### src/design/dhm_pkg.sv
// shared types, constants and helpers for the health monitor table
// used by dhm_cell and driver_health_monitor_table_unit; no dependencies
package dhm_pkg;

    localparam int NUM_CELLS = 16;
    localparam int USED_W    = $clog2(NUM_CELLS + 1);
    localparam int ID_W      = 32;
    localparam int CNT_W     = 8;

    typedef logic [USED_W-1:0] used_t;
    typedef logic [ID_W-1:0]   id_t;
    typedef logic [CNT_W-1:0]  cnt_t;
    typedef logic [1:0]        health_t;
    typedef logic [1:0]        action_t;
    typedef logic [1:0]        cfg_idx_t;

    localparam action_t ACT_REGISTER = 2'd0;
    localparam action_t ACT_REPORT   = 2'd1;
    localparam action_t ACT_QUERY    = 2'd2;

    localparam health_t ST_OPTIMAL  = 2'd0;
    localparam health_t ST_DEGRADED = 2'd1;
    localparam health_t ST_FAILED   = 2'd2;

    localparam cfg_idx_t CFG_TIMEOUT_FAIL  = 2'd0;
    localparam cfg_idx_t CFG_ERROR_FAIL    = 2'd1;
    localparam cfg_idx_t CFG_ERROR_DEGRADE = 2'd2;

    localparam cnt_t CNT_MAX = '1;

    // item travelling down the row of cells
    typedef struct packed {
        action_t op;
        id_t     key;
        logic    ok;
        logic    tmo;
        used_t   rem;     // used entries not yet passed
        logic    done;    // an earlier cell already handled the item
        health_t health;
    } tok_t;

    typedef struct packed {
        cnt_t tout_fail;
        cnt_t err_fail;
        cnt_t err_degrade;
    } lim_t;

    function automatic cnt_t sat_inc(input cnt_t v);
        return (v == CNT_MAX) ? v : cnt_t'(v + cnt_t'(1));
    endfunction

    function automatic health_t judge(input cnt_t errs, input cnt_t touts, input lim_t lim);
        health_t r;
        r = ST_OPTIMAL;
        if (touts > lim.tout_fail || errs > lim.err_fail)
            r = ST_FAILED;
        else if (errs > lim.err_degrade)
            r = ST_DEGRADED;
        return r;
    endfunction

endpackage

### src/design/driver_health_monitor_table_unit.sv
// top level of the health monitor table: row of dhm_cell entries, config
// registers, fill count and result buffering; uses dhm_pkg and dhm_cell
//
// path: an accepted item passes the 16 cells, then the pending result register and the output register
// flow: one item at a time walks the row of 16 cells; in_stall holds off new items until the result moves out
// reset: fill count zero, limits 3/10/2, no item in flight; entry contents are not cleared
module driver_health_monitor_table_unit (
    input  logic        clk,
    input  logic        rst_n,
    input  logic        cfg_write_en,
    input  logic [1:0]  cfg_index,
    input  logic [7:0]  cfg_data,
    input  logic        in_valid,
    output logic        in_stall,
    input  logic [1:0]  action,
    input  logic [31:0] agent_id,
    input  logic        was_success,
    input  logic        was_timeout,
    output logic        out_valid,
    input  logic        out_stall,
    output logic [1:0]  health,
    output logic        matched
);

    dhm_pkg::lim_t    lim_reg;
    dhm_pkg::used_t   used_reg;
    logic             busy_reg;
    logic             pend_valid_reg;
    dhm_pkg::health_t pend_health_reg;
    logic             pend_matched_reg;
    logic             out_valid_reg;
    dhm_pkg::health_t out_health_reg;
    logic             out_matched_reg;

    logic             accept;
    logic             move_out;
    logic             tail_valid;
    dhm_pkg::tok_t    tail_tok;
    dhm_pkg::tok_t    head_tok;

    logic             chain_valid [dhm_pkg::NUM_CELLS+1];
    dhm_pkg::tok_t    chain_tok   [dhm_pkg::NUM_CELLS+1];

    assign accept   = in_valid && !busy_reg;
    assign in_stall = busy_reg;
    assign move_out = pend_valid_reg && (!out_valid_reg || !out_stall);

    always_comb
    begin
        head_tok.op      = action;
        head_tok.key     = agent_id;
        head_tok.ok      = was_success;
        head_tok.tmo     = was_timeout;
        head_tok.rem     = used_reg;
        head_tok.done    = 1'b0;
        head_tok.health  = dhm_pkg::ST_OPTIMAL;
    end

    assign chain_valid[0] = accept;
    assign chain_tok[0]   = head_tok;

    for (genvar k = 0; k < dhm_pkg::NUM_CELLS; k++)
    begin : g_cell
        dhm_cell u_cell (
            .clk           (clk),
            .rst_n         (rst_n),
            .lim           (lim_reg),
            .tok_in_valid  (chain_valid[k]),
            .tok_in        (chain_tok[k]),
            .tok_out_valid (chain_valid[k+1]),
            .tok_out       (chain_tok[k+1])
        );
    end

    assign tail_valid = chain_valid[dhm_pkg::NUM_CELLS];
    assign tail_tok   = chain_tok[dhm_pkg::NUM_CELLS];

    always_ff @(posedge clk or negedge rst_n)
    begin
        if (!rst_n)
        begin
            lim_reg.tout_fail   <= 8'd3;
            lim_reg.err_fail    <= 8'd10;
            lim_reg.err_degrade <= 8'd2;
        end
        else if (cfg_write_en)
        begin
            unique case (cfg_index)
                dhm_pkg::CFG_TIMEOUT_FAIL:  lim_reg.tout_fail   <= cfg_data;
                dhm_pkg::CFG_ERROR_FAIL:    lim_reg.err_fail    <= cfg_data;
                dhm_pkg::CFG_ERROR_DEGRADE: lim_reg.err_degrade <= cfg_data;
                default: ;
            endcase
        end
    end

    always_ff @(posedge clk or negedge rst_n)
    begin
        if (!rst_n)
        begin
            used_reg       <= '0;
            busy_reg       <= 1'b0;
            pend_valid_reg <= 1'b0;
            out_valid_reg  <= 1'b0;
        end
        else
        begin
            // an append reports matched only when a free cell took it
            if (tail_valid && tail_tok.op == dhm_pkg::ACT_REGISTER && tail_tok.done)
                used_reg <= dhm_pkg::used_t'(used_reg + dhm_pkg::used_t'(1));

            if (accept)
                busy_reg <= 1'b1;
            else if (move_out)
                busy_reg <= 1'b0;

            if (tail_valid)
                pend_valid_reg <= 1'b1;
            else if (move_out)
                pend_valid_reg <= 1'b0;

            if (move_out)
                out_valid_reg <= 1'b1;
            else if (!out_stall)
                out_valid_reg <= 1'b0;
        end
    end

    always_ff @(posedge clk)
    begin
        if (tail_valid)
        begin
            pend_health_reg  <= tail_tok.health;
            pend_matched_reg <= tail_tok.done;
        end
        if (move_out)
        begin
            out_health_reg  <= pend_health_reg;
            out_matched_reg <= pend_matched_reg;
        end
    end

    assign out_valid = out_valid_reg;
    assign health    = out_health_reg;
    assign matched   = out_matched_reg;

    a_used_bound: assert property (@(posedge clk) disable iff (!rst_n)
        used_reg <= dhm_pkg::used_t'(dhm_pkg::NUM_CELLS))
        else $error("fill count above table size");

    a_tail_busy: assert property (@(posedge clk) disable iff (!rst_n)
        tail_valid |-> busy_reg && !pend_valid_reg)
        else $error("item left the cell row while not in flight");

    a_accept_busy: assert property (@(posedge clk) disable iff (!rst_n)
        accept |=> busy_reg && !accept)
        else $error("second item taken while one is in flight");

    a_nomatch_optimal: assert property (@(posedge clk) disable iff (!rst_n)
        (out_valid_reg && !out_matched_reg) |-> out_health_reg == dhm_pkg::ST_OPTIMAL)
        else $error("unmatched result carries a status");

endmodule

### src/design/dhm_cell.sv
// one table entry: id, error and timeout counters, status
// acts on the passing item and registers it toward the next cell; uses dhm_pkg
module dhm_cell (
    input  logic           clk,
    input  logic           rst_n,
    input  dhm_pkg::lim_t  lim,
    input  logic           tok_in_valid,
    input  dhm_pkg::tok_t  tok_in,
    output logic           tok_out_valid,
    output dhm_pkg::tok_t  tok_out
);

    dhm_pkg::id_t     id_reg;
    dhm_pkg::cnt_t    err_reg;
    dhm_pkg::cnt_t    tout_reg;
    dhm_pkg::health_t health_reg;

    logic             tok_valid_reg;
    dhm_pkg::tok_t    tok_reg;
    dhm_pkg::tok_t    tok_next;

    logic             used;
    logic             hit;
    logic             do_write;
    logic             do_report;
    dhm_pkg::cnt_t    err_next;
    dhm_pkg::cnt_t    tout_next;
    dhm_pkg::health_t verdict;
    dhm_pkg::health_t health_next;

    always_comb
    begin
        used      = (tok_in.rem != '0);
        hit       = used && !tok_in.done && (id_reg == tok_in.key) &&
                    (tok_in.op == dhm_pkg::ACT_REPORT || tok_in.op == dhm_pkg::ACT_QUERY);
        // append lands in the first unused cell
        do_write  = !used && !tok_in.done && (tok_in.op == dhm_pkg::ACT_REGISTER);
        do_report = hit && (tok_in.op == dhm_pkg::ACT_REPORT);

        err_next  = err_reg;
        tout_next = tout_reg;
        if (!tok_in.ok)
        begin
            err_next = dhm_pkg::sat_inc(err_reg);
            if (tok_in.tmo)
                tout_next = dhm_pkg::sat_inc(tout_reg);
        end
        verdict     = dhm_pkg::judge(err_next, tout_next, lim);
        health_next = (verdict > health_reg) ? verdict : health_reg;

        tok_next     = tok_in;
        tok_next.rem = used ? dhm_pkg::used_t'(tok_in.rem - dhm_pkg::used_t'(1)) : tok_in.rem;
        if (do_write)
        begin
            tok_next.done   = 1'b1;
            tok_next.health = dhm_pkg::ST_OPTIMAL;
        end
        else if (hit)
        begin
            tok_next.done   = 1'b1;
            tok_next.health = do_report ? health_next : health_reg;
        end
    end

    always_ff @(posedge clk)
    begin
        if (tok_in_valid && do_write)
        begin
            id_reg     <= tok_in.key;
            err_reg    <= '0;
            tout_reg   <= '0;
            health_reg <= dhm_pkg::ST_OPTIMAL;
        end
        else if (tok_in_valid && do_report)
        begin
            err_reg    <= err_next;
            tout_reg   <= tout_next;
            health_reg <= health_next;
        end
    end

    always_ff @(posedge clk or negedge rst_n)
    begin
        if (!rst_n)
            tok_valid_reg <= 1'b0;
        else
            tok_valid_reg <= tok_in_valid;
    end

    always_ff @(posedge clk)
    begin
        if (tok_in_valid)
            tok_reg <= tok_next;
    end

    assign tok_out_valid = tok_valid_reg;
    assign tok_out       = tok_reg;

endmodule
### config.mk
export PLATFORM = sky130hd
export DESIGN_NAME = driver_health_monitor_table_unit
export DESIGN_NICKNAME = d
export VERILOG_FILES = /design/src/design/dhm_pkg.sv /design/src/design/driver_health_monitor_table_unit.sv /design/src/design/dhm_cell.sv
export SDC_FILE = /design/constraint.sdc
export NUM_CORES = 2
export LEC_CHECK = 0
export BUFFER_PORTS_ARGS = -buffer_cell sky130_fd_sc_hd__clkbuf_2
export CORE_MARGIN = 2
export CORE_UTILIZATION = 45
export CTS_BUF_LIST = sky130_fd_sc_hd__clkbuf_2
export DETAILED_ROUTE_END_ITERATION = 10
export GPL_TIMING_DRIVEN = 0
export SLEW_MARGIN = 5
export SYNTH_ARGS = -nofsm -noshare
export SYNTH_HDL_FRONTEND = slang
export SYNTH_HIERARCHICAL = 1
export SYNTH_SLANG_ARGS = --single-unit
### constraint.sdc
create_clock -name clk -period 5.5 [get_ports clk]
set_input_delay 0.275 -clock clk [delete_from_list [all_inputs] [get_ports clk]]
set_output_delay 0.275 -clock clk [all_outputs]
set_load 0.02 [all_outputs]
==> impl_results.md <==
* Outcome: finished clean
* CP Launch Type: register
* Slew Viols, Final at 0
* Layout cells sized above 1 at about an eighth
* Crit-path cells: nand2b_1 -> nor2_1 -> mux2_2 -> ha_1 -> nor2b_1 -> o211ai_1 -> a21oi_1 -> a2111oi_0 -> o21ai_0 -> inv_1 -> ha_1 -> nor2_1 -> o221ai_1 -> nand2_1 -> o21ai_0 -> o21a_1
* Crit path max-delay cell type: a2111oi_0
* DRT Pass-1 Iters at 5
* GRT busiest layer: met2
* Initial antenna violation count at 3
* Ys Warns at 6
* Core footprint at 0.1622 mm^2
* Routed vias/inst at between 5 and 6
* DP HPWL at ~110000 um
* WHS Path Cells at 4
* FILL cells at 14370
* Io pins at 56
* CTS clk-pin slew, worst paths at roughly 0.1 ns
* Min-Delay Startpoint: action[1]
* WS Path Type: register to register
* Rows at between 100 and 150
* Clk sinks at ~1500
* Height of the die at slightly above 400 um
* Antenna Nets Post-Route at 0
* Die W at between 400 and 500 um
* Slew HR at 11.92%
* Setup crit end kind: register
* # Max-Cap Violations at 0
* WL/cell at roughly 17 um
* Syn_area_per_cell at ~12 um^2
* Fin crit share at between 80% and 90%
* Worst r2r src: g_cell[12].u_cell/tok_out[9]
* M2 GR Usage at ~33%
* RSZ-0062 raised after global routing: false
* Worst VDD drop at roughly 0.19 mV
* Die area at about 0.17 mm^2
* End of the worst register-to-register path: g_cell[13].u_cell/tok_out[0]
* Worst Reg-to-Reg Cells at 16
* Total GRT Usage at a little under a fifth
* Worst clock skew at roughly 0.17 ns
* Worst Path Arrival at 6.21 ns
* Fmax at 209.5 MHz
* Gr ovfl total at 0
* Met1 Track Usage GR at between 20% and 30%
* DRC viols at 0
* Port Buffers at 55
* Mapped cell area at around 0.073 mm^2
* CP required at 6.94 ns
* Place WS at 0.7440 ns
* Post-CTS sizing at 0
* Final setup viols at 0
* # Post-CTS Setup Buffers at 0
* Syn-to-layout area delta at 11.62%
* Vias in the first global route at around 47000
* Met3 Usage GRT at under 10%
* DRT iter0 DRCs at around 2400
* CTS H-Tree Depth at 5
* Maximum clock path buffer count at 4
* Num CTS Buffers at about 400
* Max reg flops at approximately 670
* Finished Cell Area at around 0.082 mm^2
* Leak at roughly 31 nW
* First-pass GRT wire length at 249000 um
* Mapped Cells at between 5000 and 6000
* Placed Area at 0.07665 mm^2
* Setup ws final at between 0.7 and 0.8 ns
* Hold Path Sink: g_cell[0].u_cell/tok_out[43]
* Largest net degree at the start of global routing at 44
* Worst Tran Pin Value at ~1.3 ns
* Gpl congestion at ~0.84
* Power per cell area at between 200 and 300 mW/mm^2
* Critical Path Max Stage Delay at approximately 0.66 ns
* Vias at ~46000
* Fin. Hold Viols at 0
* CP max FO at 7
* CTS Root Buffer Type: clkbuf_2
* Hold Path Class: input port to register
* Post-layout net count at 7172
* R2R Setup Slk at a little over 0.7 ns
* Clk_lat worst skew at about 1.8 ns
* Min Clock Period, post-route at between 4 and 5 ns
* Starting Density at 45.17%
* Post-Route WL at 156700 um
* CTS tree: built
where the power goes:
group,switching [mW],internal [mW],leakage [nW]
registers,0.510,12.4,13.6
clock network,4.50,2.95,2.67
logic,0.755,0.673,15.1
how the worst max path moves through the flow:
| stage | start | end |
|---|---|---|
| 2_1_floorplan | in_stall | g_cell[0].u_cell/id_reg[0] |
| 3_3_place_gp | in_stall | g_cell[0].u_cell/err_reg[5] |
| 3_5_place_dp | g_cell[13].u_cell/tout_reg[0] | g_cell[13].u_cell/tok_out[0] |
| 4_1_cts | g_cell[12].u_cell/tok_out[9] | g_cell[13].u_cell/tok_out[0] |
| 5_1_grt | g_cell[13].u_cell/tout_reg[0] | g_cell[13].u_cell/tok_out[0] |
| 6_report | g_cell[12].u_cell/tok_out[9] | g_cell[13].u_cell/tok_out[0] |
metal layers:
metal,vias to the layer above,wire [um]
li1,23040,-
met1,22110,66770
met2,893,78880
met3,317,6604
met4,0,4419
met5,-,0
worst max-delay path: cells and delay by family (launching register included):
family          cells  cell delay (ns)
flops               1             0.55
mux                 1             0.42
fa+ha+maj           2             0.54
buf+inv             1             0.15
simple gates        5             1.03
compound gates      7             1.83
cell usage in the layout (no fill, tap or decap), types with 25 or more instances in the layout:
cell and count:
dfxtp_1 288, nor3_1 107, nand4_1 232, inv_1 495, edfxtp_1 1183, dlygate4sd3_1 167, nand3_1 120, nor4_1 115
nand2b_1 29, mux2i_1 104, a21oi_1 277, xnor2_1 295, buf_2 41, nor2_1 550, xor2_1 557, nand2_1 317
clkbuf_1 30, a2111oi_0 25, clkbuf_2 650, o21ai_0 63, mux2_2 56, o211ai_1 59, clkinv_1 82, ha_1 513
nor2b_1 82
what timing repair did:
item,4_1_cts,5_1_grt
endpoints found under the hold margin,244,0
hold buffers,168,0
endpoints found under the setup margin,0,0
final cells by class:
class	count	area, um^2	area share (%)
buffer	77	385.4	0.4712
multi-input combinational	3876	28540	34.89
clock inverter	94	426.7	0.5217
inverter	499	1873	2.290
tap	2175	2721	3.328
timing repair buffer	239	2305	2.818
sequential	1519	42520	52.00
clock buffer	596	2983	3.648
antenna	10	25.02	0.03060
metrics by stage:
stage	hold slack (ns)	cells	power [mW]	TNS, ns	util [%]
2_1_floorplan	-0.02059	5971	13.83	0	-
3_3_place_gp	0.4032	8201	14.41	-19.28	47.02
3_5_place_dp	0.3093	8217	14.49	0	47.25
4_1_cts	0.1230	9075	22.16	0	50.40
5_1_grt	0.2389	9081	22.98	0	50.41
6_report	0.4051	9085	21.80	0	50.41
(Power assumes the default switching activity.)
